File: src/rtl/petc_pkg.sv
package petc_pkg;

    localparam int          CFG_WIDTH       = 20;
    localparam logic [19:0] MAX_STEPS_RESET = 20'd1000000;

    localparam int          EDGE_CNT_WIDTH = 4;
    localparam logic [3:0]  EDGE_LIMIT     = 4'd9;
    localparam logic [3:0]  EDGE_IDX_E1    = 4'd1;  // first edge of the low-phase measured window
    localparam logic [3:0]  EDGE_IDX_E2    = 4'd2;  // edge whose level picks the phase
    localparam logic [3:0]  EDGE_IDX_LAST  = 4'd8;  // last edge of the run, results derived here

    localparam int          QUEUE_DEPTH = 2;

    typedef enum logic {
        KIND_STEP    = 1'b0,
        KIND_RESTART = 1'b1
    } t_kind;

    typedef struct packed {
        t_kind kind;
        logic  level;
    } t_item;

    // status of one item as it travels down the back end
    typedef struct packed {
        logic       valid;
        logic       restart;
        logic       derive;
        logic       done;
        logic       timed_out;
        logic [3:0] edges;
        logic       center;
    } t_status;

endpackage

File: src/rtl/petc_front.sv
module petc_front import petc_pkg::*; (
    input  logic  i_clk,
    input  logic  i_rst_n,
    input  logic  i_valid,
    output logic  o_ready,
    input  logic  i_restart,
    input  logic  i_prox_level,
    output logic  o_push,
    output t_item o_item,
    input  logic  i_q_ready
);

    logic  r_valid;
    t_item r_item;
    t_item n_item;

    assign o_ready = !r_valid || i_q_ready;
    assign o_push  = r_valid;
    assign o_item  = r_item;

    always_comb begin
        n_item.kind  = i_restart ? KIND_RESTART : KIND_STEP;
        n_item.level = i_prox_level;
    end

    always_ff @(posedge i_clk) begin
        if (!i_rst_n) begin
            r_valid <= 1'b0;
        end else if (o_ready) begin
            r_valid <= i_valid;
        end
    end

    always_ff @(posedge i_clk) begin
        if (o_ready && i_valid) begin
            r_item <= n_item;
        end
    end

endmodule

File: src/rtl/petc_queue.sv
module petc_queue import petc_pkg::*; (
    input  logic  i_clk,
    input  logic  i_rst_n,
    input  logic  i_push,
    input  t_item i_item,
    output logic  o_ready,
    input  logic  i_pop,
    output logic  o_valid,
    output t_item o_item
);

    localparam int PTR_W = $clog2(QUEUE_DEPTH);
    localparam int CNT_W = $clog2(QUEUE_DEPTH + 1);

    t_item            r_mem [QUEUE_DEPTH];
    logic [PTR_W-1:0] r_wr_ptr;
    logic [PTR_W-1:0] r_rd_ptr;
    logic [CNT_W-1:0] r_count;
    logic             wr_en;
    logic             rd_en;

    assign o_ready = (r_count != CNT_W'(QUEUE_DEPTH));
    assign o_valid = (r_count != '0);
    assign o_item  = r_mem[r_rd_ptr];
    assign wr_en   = i_push && o_ready;
    assign rd_en   = i_pop && o_valid;

    always_ff @(posedge i_clk) begin
        if (!i_rst_n) begin
            r_wr_ptr <= '0;
            r_rd_ptr <= '0;
            r_count  <= '0;
        end else begin
            if (wr_en) begin
                r_wr_ptr <= (r_wr_ptr == PTR_W'(QUEUE_DEPTH - 1)) ? '0 : r_wr_ptr + 1'b1;
            end
            if (rd_en) begin
                r_rd_ptr <= (r_rd_ptr == PTR_W'(QUEUE_DEPTH - 1)) ? '0 : r_rd_ptr + 1'b1;
            end
            case ({wr_en, rd_en})
                2'b10:   r_count <= r_count + 1'b1;
                2'b01:   r_count <= r_count - 1'b1;
                default: r_count <= r_count;
            endcase
        end
    end

    always_ff @(posedge i_clk) begin
        if (wr_en) begin
            r_mem[r_wr_ptr] <= i_item;
        end
    end

endmodule

File: src/rtl/petc_track.sv
module petc_track import petc_pkg::*; #(
    parameter int STEP_COUNT_WIDTH = 20
) (
    input  logic                        i_clk,
    input  logic                        i_rst_n,
    input  logic                        i_en,
    input  logic                        i_q_valid,
    input  t_item                       i_q_item,
    output logic                        o_pop,
    input  logic [CFG_WIDTH-1:0]        i_max_steps,
    output t_status                     o_stat,
    output logic [STEP_COUNT_WIDTH-1:0] o_cyc_sum,
    output logic [STEP_COUNT_WIDTH-1:0] o_dwell_sum
);

    localparam int W  = STEP_COUNT_WIDTH;
    localparam int CW = (W > CFG_WIDTH) ? W : CFG_WIDTH;
    localparam logic [W-1:0] STEP_FULL = {W{1'b1}};

    logic                      r_last;
    logic [W-1:0]              r_step;
    logic [EDGE_CNT_WIDTH-1:0] r_cnt;
    logic                      r_third;
    logic                      r_fin;
    logic [W-1:0]              r_acc_even;  // spans ending on edges 2,4,6
    logic [W-1:0]              r_acc_odd;   // spans ending on edges 3,5,7
    logic [W-1:0]              r_e1;
    logic [W-1:0]              r_e2;
    logic [W-1:0]              r_eprev;

    logic                      n_last;
    logic [W-1:0]              n_step;
    logic [EDGE_CNT_WIDTH-1:0] n_cnt;
    logic                      n_third;
    logic                      n_fin;
    logic [W-1:0]              n_acc_even;
    logic [W-1:0]              n_acc_odd;
    logic [W-1:0]              n_e1;
    logic [W-1:0]              n_e2;
    logic [W-1:0]              n_eprev;

    t_status                   r_stat;
    t_status                   n_stat;
    logic [W-1:0]              r_cyc_sum;
    logic [W-1:0]              r_dwell_sum;
    logic [W-1:0]              n_cyc_sum;
    logic [W-1:0]              n_dwell_sum;

    logic [W-1:0]              span;
    logic                      cur_timed;
    logic                      derive;
    logic                      restart;
    logic [CW-1:0]             max_ext;

    assign o_pop       = i_en && i_q_valid;
    assign o_stat      = r_stat;
    assign o_cyc_sum   = r_cyc_sum;
    assign o_dwell_sum = r_dwell_sum;

    assign restart   = (i_q_item.kind == KIND_RESTART);
    assign max_ext   = CW'(i_max_steps);
    assign span      = r_step - r_eprev;
    assign cur_timed = !r_fin && ((CW'(r_step) >= max_ext) || (r_step == STEP_FULL));

    always_comb begin
        n_last      = r_last;
        n_step      = r_step;
        n_cnt       = r_cnt;
        n_third     = r_third;
        n_fin       = r_fin;
        n_acc_even  = r_acc_even;
        n_acc_odd   = r_acc_odd;
        n_e1        = r_e1;
        n_e2        = r_e2;
        n_eprev     = r_eprev;
        n_cyc_sum   = r_cyc_sum;
        n_dwell_sum = r_dwell_sum;
        derive      = 1'b0;

        if (o_pop) begin
            if (restart) begin
                n_last     = i_q_item.level;
                n_step     = '0;
                n_cnt      = '0;
                n_third    = 1'b0;
                n_fin      = 1'b0;
                n_acc_even = '0;
                n_acc_odd  = '0;
            end else if (!r_fin && !cur_timed) begin
                if ((i_q_item.level != r_last) && (r_cnt < EDGE_LIMIT)) begin
                    n_eprev = r_step;
                    n_cnt   = r_cnt + 1'b1;
                    if (r_cnt == EDGE_IDX_E1) begin
                        n_e1 = r_step;
                    end
                    if (r_cnt == EDGE_IDX_E2) begin
                        n_e2    = r_step;
                        n_third = i_q_item.level;
                    end
                    if ((r_cnt >= EDGE_IDX_E2) && (r_cnt < EDGE_IDX_LAST)) begin
                        if (r_cnt[0]) begin
                            n_acc_odd = r_acc_odd + span;
                        end else begin
                            n_acc_even = r_acc_even + span;
                        end
                    end
                    if (r_cnt == EDGE_IDX_LAST) begin
                        derive = 1'b1;
                        n_fin  = 1'b1;
                        // high phase: E8-E2 and even spans; low phase: E7-E1 and odd spans
                        n_cyc_sum   = r_third ? (r_step - r_e2) : (r_eprev - r_e1);
                        n_dwell_sum = r_third ? r_acc_even : r_acc_odd;
                    end
                end
                n_last = i_q_item.level;
                if (!n_fin && (r_step != STEP_FULL)) begin
                    n_step = r_step + 1'b1;
                end
            end
        end

        n_stat.valid     = o_pop;
        n_stat.restart   = restart;
        n_stat.derive    = derive;
        n_stat.done      = n_fin;
        n_stat.timed_out = !n_fin && ((CW'(n_step) >= max_ext) || (n_step == STEP_FULL));
        n_stat.edges     = n_cnt;
        n_stat.center    = n_third;
    end

    always_ff @(posedge i_clk) begin
        if (!i_rst_n) begin
            r_last     <= 1'b0;
            r_step     <= '0;
            r_cnt      <= '0;
            r_third    <= 1'b0;
            r_fin      <= 1'b0;
            r_acc_even <= '0;
            r_acc_odd  <= '0;
            r_stat     <= '0;
        end else if (i_en) begin
            r_last     <= n_last;
            r_step     <= n_step;
            r_cnt      <= n_cnt;
            r_third    <= n_third;
            r_fin      <= n_fin;
            r_acc_even <= n_acc_even;
            r_acc_odd  <= n_acc_odd;
            r_stat     <= n_stat;
        end
    end

    always_ff @(posedge i_clk) begin
        if (i_en) begin
            r_e1        <= n_e1;
            r_e2        <= n_e2;
            r_eprev     <= n_eprev;
            r_cyc_sum   <= n_cyc_sum;
            r_dwell_sum <= n_dwell_sum;
        end
    end

endmodule

File: src/rtl/petc_calc.sv
module petc_calc import petc_pkg::*; #(
    parameter int STEP_COUNT_WIDTH = 20
) (
    input  logic                        i_clk,
    input  logic                        i_rst_n,
    input  logic                        i_en,
    input  t_status                     i_stat,
    input  logic [STEP_COUNT_WIDTH-1:0] i_cyc_sum,
    input  logic [STEP_COUNT_WIDTH-1:0] i_dwell_sum,
    output t_status                     o_stat,
    output logic [STEP_COUNT_WIDTH-1:0] o_cycle,
    output logic [STEP_COUNT_WIDTH-2:0] o_half_dwell
);

    localparam int W  = STEP_COUNT_WIDTH;
    localparam int PW = 2 * W + 1;
    localparam int SH = W + 2;
    // floor(2^(W+2)/3): estimate is exact or one low for any W-bit value
    localparam logic [W:0] RECIP = (W + 1)'((64'd1 << SH) / 64'd3);

    t_status       r2_stat;
    logic [PW-1:0] r2_prod_c;
    logic [PW-1:0] r2_prod_d;
    logic [2:0]    r2_xc;
    logic [2:0]    r2_xd;

    t_status       r3_stat;
    logic [W-1:0]  r_cycle;
    logic [W-2:0]  r_half;

    logic [W-2:0]  q0_c;
    logic [W-2:0]  q0_d;
    logic [2:0]    rem_c;
    logic [2:0]    rem_d;
    logic [W-2:0]  q_c;
    logic [W-2:0]  q_d;

    assign q0_c = r2_prod_c[PW-1:SH];
    assign q0_d = r2_prod_d[PW-1:SH];

    // only the low bits of x - 3*q0 matter, the remainder stays below 6
    assign rem_c = r2_xc - (q0_c[2:0] + {q0_c[1:0], 1'b0});
    assign rem_d = r2_xd - (q0_d[2:0] + {q0_d[1:0], 1'b0});
    assign q_c   = q0_c + (W - 1)'(rem_c >= 3'd3);
    assign q_d   = q0_d + (W - 1)'(rem_d >= 3'd3);

    assign o_stat       = r3_stat;
    assign o_cycle      = r_cycle;
    assign o_half_dwell = r_half;

    always_ff @(posedge i_clk) begin
        if (!i_rst_n) begin
            r2_stat <= '0;
            r3_stat <= '0;
            r_cycle <= '0;
            r_half  <= '0;
        end else if (i_en) begin
            r2_stat <= i_stat;
            r3_stat <= r2_stat;
            if (r2_stat.valid) begin
                if (r2_stat.restart) begin
                    r_cycle <= '0;
                    r_half  <= '0;
                end else if (r2_stat.derive) begin
                    r_cycle <= {1'b0, q_c};
                    r_half  <= {1'b0, q_d[W-2:1]};
                end
            end
        end
    end

    always_ff @(posedge i_clk) begin
        if (i_en) begin
            r2_prod_c <= PW'(i_cyc_sum) * PW'(RECIP);
            r2_prod_d <= PW'(i_dwell_sum) * PW'(RECIP);
            r2_xc     <= i_cyc_sum[2:0];
            r2_xd     <= i_dwell_sum[2:0];
        end
    end

endmodule

File: src/rtl/prox_edge_travel_calibrator.sv
// Proximity-switch travel calibrator. Send one restart item to prime the switch level, then one
// item per motor step with the switch level sampled before that step; every item returns one
// status item. After nine level changes the result carries the average cycle length and half
// the average switch dwell (three periods, truncated), and the centering direction is the
// level after edge E2. Once the step count reaches max_steps, or the step counter
// saturates, timed_out is set and steps are ignored until a restart or a larger budget.
// Throughput is one item per clock while the output accepts results, set by the edge tracker
// that updates the run state; an accepted item passes the input register, the queue, the
// tracker, the reciprocal multiply and the output register before its result is valid. The
// user must write max_steps through its own port only while no items are in flight; the block
// itself does not enforce this. STEP_COUNT_WIDTH sets the step counter and result widths.
module prox_edge_travel_calibrator import petc_pkg::*; #(
    parameter int STEP_COUNT_WIDTH = 20
) (
    input  logic                        i_clk,
    input  logic                        i_rst_n,
    input  logic                        i_in_valid,
    output logic                        o_in_ready,
    input  logic                        i_restart,
    input  logic                        i_prox_level,
    output logic                        o_out_valid,
    input  logic                        i_out_ready,
    output logic                        o_done_res,
    output logic                        o_timed_out,
    output logic [EDGE_CNT_WIDTH-1:0]   o_edges_seen,
    output logic [STEP_COUNT_WIDTH-1:0] o_cycle_steps,
    output logic [STEP_COUNT_WIDTH-2:0] o_half_dwell_steps,
    output logic                        o_center_direction,
    input  logic                        i_cfg_valid,
    output logic                        o_cfg_ready,
    input  logic [CFG_WIDTH-1:0]        i_cfg_max_steps
);

    localparam int W = STEP_COUNT_WIDTH;

    logic [CFG_WIDTH-1:0] r_max_steps;

    logic    push;
    t_item   front_item;
    logic    q_ready;
    logic    q_valid;
    t_item   q_item;
    logic    pop;
    logic    en;
    t_status trk_stat;
    logic [W-1:0] cyc_sum;
    logic [W-1:0] dwell_sum;
    t_status out_stat;

    assign o_cfg_ready = 1'b1;

    always_ff @(posedge i_clk) begin
        if (!i_rst_n) begin
            r_max_steps <= MAX_STEPS_RESET;
        end else if (i_cfg_valid) begin
            r_max_steps <= i_cfg_max_steps;
        end
    end

    // back end moves as one unit, held only by a result waiting at the output
    assign en = !out_stat.valid || i_out_ready;

    petc_front u_front (
        .i_clk        (i_clk),
        .i_rst_n      (i_rst_n),
        .i_valid      (i_in_valid),
        .o_ready      (o_in_ready),
        .i_restart    (i_restart),
        .i_prox_level (i_prox_level),
        .o_push       (push),
        .o_item       (front_item),
        .i_q_ready    (q_ready)
    );

    petc_queue u_queue (
        .i_clk   (i_clk),
        .i_rst_n (i_rst_n),
        .i_push  (push),
        .i_item  (front_item),
        .o_ready (q_ready),
        .i_pop   (pop),
        .o_valid (q_valid),
        .o_item  (q_item)
    );

    petc_track #(
        .STEP_COUNT_WIDTH (W)
    ) u_track (
        .i_clk       (i_clk),
        .i_rst_n     (i_rst_n),
        .i_en        (en),
        .i_q_valid   (q_valid),
        .i_q_item    (q_item),
        .o_pop       (pop),
        .i_max_steps (r_max_steps),
        .o_stat      (trk_stat),
        .o_cyc_sum   (cyc_sum),
        .o_dwell_sum (dwell_sum)
    );

    petc_calc #(
        .STEP_COUNT_WIDTH (W)
    ) u_calc (
        .i_clk        (i_clk),
        .i_rst_n      (i_rst_n),
        .i_en         (en),
        .i_stat       (trk_stat),
        .i_cyc_sum    (cyc_sum),
        .i_dwell_sum  (dwell_sum),
        .o_stat       (out_stat),
        .o_cycle      (o_cycle_steps),
        .o_half_dwell (o_half_dwell_steps)
    );

    assign o_out_valid        = out_stat.valid;
    assign o_done_res         = out_stat.done;
    assign o_timed_out        = out_stat.timed_out;
    assign o_edges_seen       = out_stat.edges;
    assign o_center_direction = out_stat.center;

endmodule

File: config.mk
export PLATFORM = sky130hd
export DESIGN_NAME = prox_edge_travel_calibrator
export DESIGN_NICKNAME = d
export VERILOG_FILES = /design/src/rtl/petc_pkg.sv /design/src/rtl/petc_front.sv /design/src/rtl/petc_queue.sv /design/src/rtl/petc_track.sv /design/src/rtl/petc_calc.sv /design/src/rtl/prox_edge_travel_calibrator.sv
export SDC_FILE = /design/constraint.sdc
export NUM_CORES = 1
export LEC_CHECK = 0
export ABC_CLOCK_PERIOD_IN_PS = 16100
export BUFFER_PORTS_ARGS = -buffer_cell sky130_fd_sc_hd__buf_2
export CAP_MARGIN = 15
export CORE_MARGIN = 5
export CORE_UTILIZATION = 40
export DETAILED_ROUTE_END_ITERATION = 8
export PLACE_DENSITY = 0.63
export SETUP_SLACK_MARGIN = 0.3
export SYNTH_ARGS = -nofsm -noshare
export SYNTH_HDL_FRONTEND = slang
export SYNTH_SLANG_ARGS = --single-unit
File: constraint.sdc
create_clock -name i_clk -period 16.1 [get_ports i_clk]
set_input_delay 2.415 -clock i_clk [delete_from_list [all_inputs] [get_ports i_clk]]
set_output_delay 2.415 -clock i_clk [all_outputs]
set_load 0.01 [all_outputs]
==> flow_metrics.py <==
metrics = {
    "outcome": {
        "outcome": "completed",
    },
    "place": {
        "finalWeightedCongestion": 0.925,
        "placed_cells": 3605,
        "place_area_um2": 28000,
        "portBuffers": 72,
        "hpwl_mm": 46.8,
    },
    "clocking": {
        "cts-resized-gates": 0,
        "cts.sinks": 302,
        "clkLatencyLatePin_ps": 540,
        "cts_root_buffer": "clkbuf_16",
        "clk_pin_slew_worst_paths_ps": 60,
        "post_cts_buffers": 0,
        "ctsHoldBuffers": 0,
        "cts_tree": "done",
        "cts_max_level": 2,
        "cts-root-to-sink-buffers": 3,
        "cts_made_buffers": 34,
    },
    "critical_path": {
        "critPathLaunchType": "flop",
        "endpoint_kind": "flop",
        "max_stage_delay_ps": 620,
        "critPathMaxFanout": 6,
        "cpMaxStageDelayCell": "fa_1",
        "cpMostUsedCell": "fa_1",
        "rrSetupSlack_ps": 8830,
        "critPathArrivalTime_ps": 7540,
        "critPathKind": "reg2reg",
        "required_ps": 16380,
        "worstPathCellList": "ha_1 -> inv_1 -> fa_1 -> inv_1 -> fa_1 -> inv_1 -> fa_1 -> fa_1 -> fa_1 -> inv_1 -> fa_1 -> ha_1 -> a21oi_1 -> o221ai_1 -> a221oi_1 -> nand2_1 -> o21ai_0 -> a31oi_1 -> or2_2 -> a31oi_1 -> o21ai_0 -> a21oi_1 -> xnor2_1",
    },
    "global_routing": {
        "grt_max_degree": 95,
        "grt_overflow": 0,
        "grt_first_pass_wirelength_mm": 98.6,
        "grtUsageTotal": 0.165,
        "antenna_found_initial": 0,
        "grt_pass1_vias": 19735,
    },
    "timing": {
        "min_period_ps": 7270,
        "fin_crit_sh": 0.451,
        "rsz0062_at_grt": "no",
        "slew_headroom": 0.273,
        "hold_viol_final": 0,
        "slew_viol_final": 0,
        "tns_ps": 0,
        "worstMarginPinSlew_ps": 1090,
        "clock_skew_ps": 30.9,
        "setup_viol": 0,
        "fmax_mhz": 138,
    },
    "route": {
        "routed_wl_mm": 58.8,
        "dr.first_iter.drc_count": 1085,
        "drcViolationCount": 0,
        "firstDrtPassIters": 5,
        "antenna_left": 0,
        "wl_per_cell_um": 16.0,
        "vias": 19013,
        "viasPerCell": 5.18,
    },
    "pwr": {
        "vdd_drop_max_v": 0.0000730,
        "p_leak_nw": 13.9,
        "p_per_area_nw_per_um2": 79.8,
    },
    "floorplan": {
        "core-area_um2": 66000,
        "die_w_um": 268,
        "die_area_um2": 72000,
        "die_y_um": 268,
        "pin_count": 76,
        "num_rows": 94,
        "start_util": 0.405,
    },
    "synth": {
        "avgSynthCellArea_um2": 9.83,
        "async_flop_share": 0,
        "ys_seq_elements": 302,
        "ys_seq_area_frac": 0.283,
        "synth_area_leaders": "ha_1 (20%), edfxtp_1 (17%), fa_1 (14%), dfxtp_1 (11%), inv_1 (6.1%)",
        "synth_top_area_cell": "ha_1",
        "synth_edf_count": 150,
        "synth.distinct_cells": 84,
        "netlist_area_um2": 26700,
        "synthCells": 2714,
        "ys.flop_type": "dfxtp_1",
        "yosysTopAreaCellShare": 0.204,
        "ys_warn_count": 0,
    },
    "layout": {
        "drive_above_1_share": 0.0717,
        "area_delta_synth_final_pct": 9.75,
        "layout.core_utilization": 0.444,
        "layout_commonest_cell": "ha_1",
        "diodes": 0,
        "layoutNonFillerInstCount": 3669,
        "final_nets": 3425,
        "final_cell_mix": "ha_1 (436), inv_1 (431), fa_1 (183), nor2_1 (182), dfxtp_1 (151)",
        "final_area_um2": 29300,
    },
    "worst_hold_path": {
        "min_path_type": "reg2reg",
    },
    "run": {
        "maxCapViolations": 0,
    },
}
-- stage by stage --
stage	setup slack [ps]	total power (W)	hold WS [ps]
after floorplan	9490	0.00135	421
after global placement	8960	0.00147	434
after detailed placement	8830	0.00149	447
after CTS	8830	0.00236	454
after global routing	8330	0.00247	474
final	8830	0.00234	455
-- per-layer routing --
| layer | part of all wire | wire length [µm] | global-route usage |
|---|---|---|---|
| met5 | 0 | 0 | 0 |
| met3 | 0.040 | 2330 | 0.0224 |
| met4 | 0.022 | 1310 | 0.0396 |
| met1 | 0.47 | 27600 | 0.225 |
| met2 | 0.47 | 27500 | 0.279 |
-- Yosys cell counts (all sizes together) (22+ instances only) --
cell / number
nand4: 22
o21a: 28
a21o: 53
xor2: 70
nor2: 184
fa: 183
nand2b: 25
nand2: 143
a21oi: 122
dfxtp: 152
clkbuf: 53
and3: 25
nand3: 49
inv: 431
nor2b: 36
o21ai: 77
ha: 436
a22oi: 62
nor3: 41
edfxtp: 150
xnor2: 111
-- report_power, final --
group	internal (W)	leakage, nW	switching [W]	total [W]
logic	0.000229	10.5	0.000340	0.000568
registers	0.000867	2.74	0.0000401	0.000907
clock network	0.000526	0.622	0.000337	0.000863
total	0.00162	13.9	0.000716	0.00234
-- critical path: cells and delay by family, from the launching register on --
family / cells / cell delay (ps)
and+or+nand+nor: 2 / 470
adders and majority gates: 8 / 3630
DFF: 1 / 430
buffers and inverters: 4 / 310
AOI/OAI and AO/OA: 8 / 2100
xor gates and xnor gates: 1 / 80
-- cells by family (layout without fill, tap and decap cells) --
| group | Yosys count | after routing | share of synthesized area |
|---|---|---|---|
| mux | 42 | 42 | 0.0167 |
| xor+xnor | 181 | 181 | 0.0594 |
| compound gates | 478 | 478 | 0.120 |
| flops | 302 | 302 | 0.283 |
| buf+inv | 493 | 583 | 0.0706 |
| fa+ha+maj | 619 | 619 | 0.342 |
| simple gates | 597 | 597 | 0.108 |
| other cells | 2 | 3 | 0.000281 |
-- flip-flops by register name, indices dropped and copies added (netlist names), 20 cells and up, named ones only --
name and flops:
u_track.r_step 20, u_track.r_acc_even 20, u_track.r_acc_odd 20, u_track.o_cyc_sum 20
u_track.r_eprev 20, r_max_steps 20, u_track.r_e1 20, u_track.o_dwell_sum 20
u_track.r_e2 20
-- path summary, 6_finish.rpt --
path	cells after the start	end	from
max	23	u_calc.r2_prod_c[39]	u_track.o_cyc_sum[7]
min	2	u_calc.o_stat[1]	u_calc.r2_stat[1]
max reg2reg	23	u_calc.r2_prod_c[39]	u_track.o_cyc_sum[7]
min reg2reg	2	u_calc.o_stat[1]	u_calc.r2_stat[1]
-- area by class of cell --
cell class | count | area, µm²
Fill cell | 6185 | 36700
Multi-Input combinational cell | 1920 | 17300
Sequential cell | 302 | 7550
Inverter | 433 | 1630
Clock buffer | 47 | 1090
Tap cell | 864 | 1080
Timing Repair Buffer | 88 | 484
Clock inverter | 15 | 179
(Power assumes the default switching activity.)
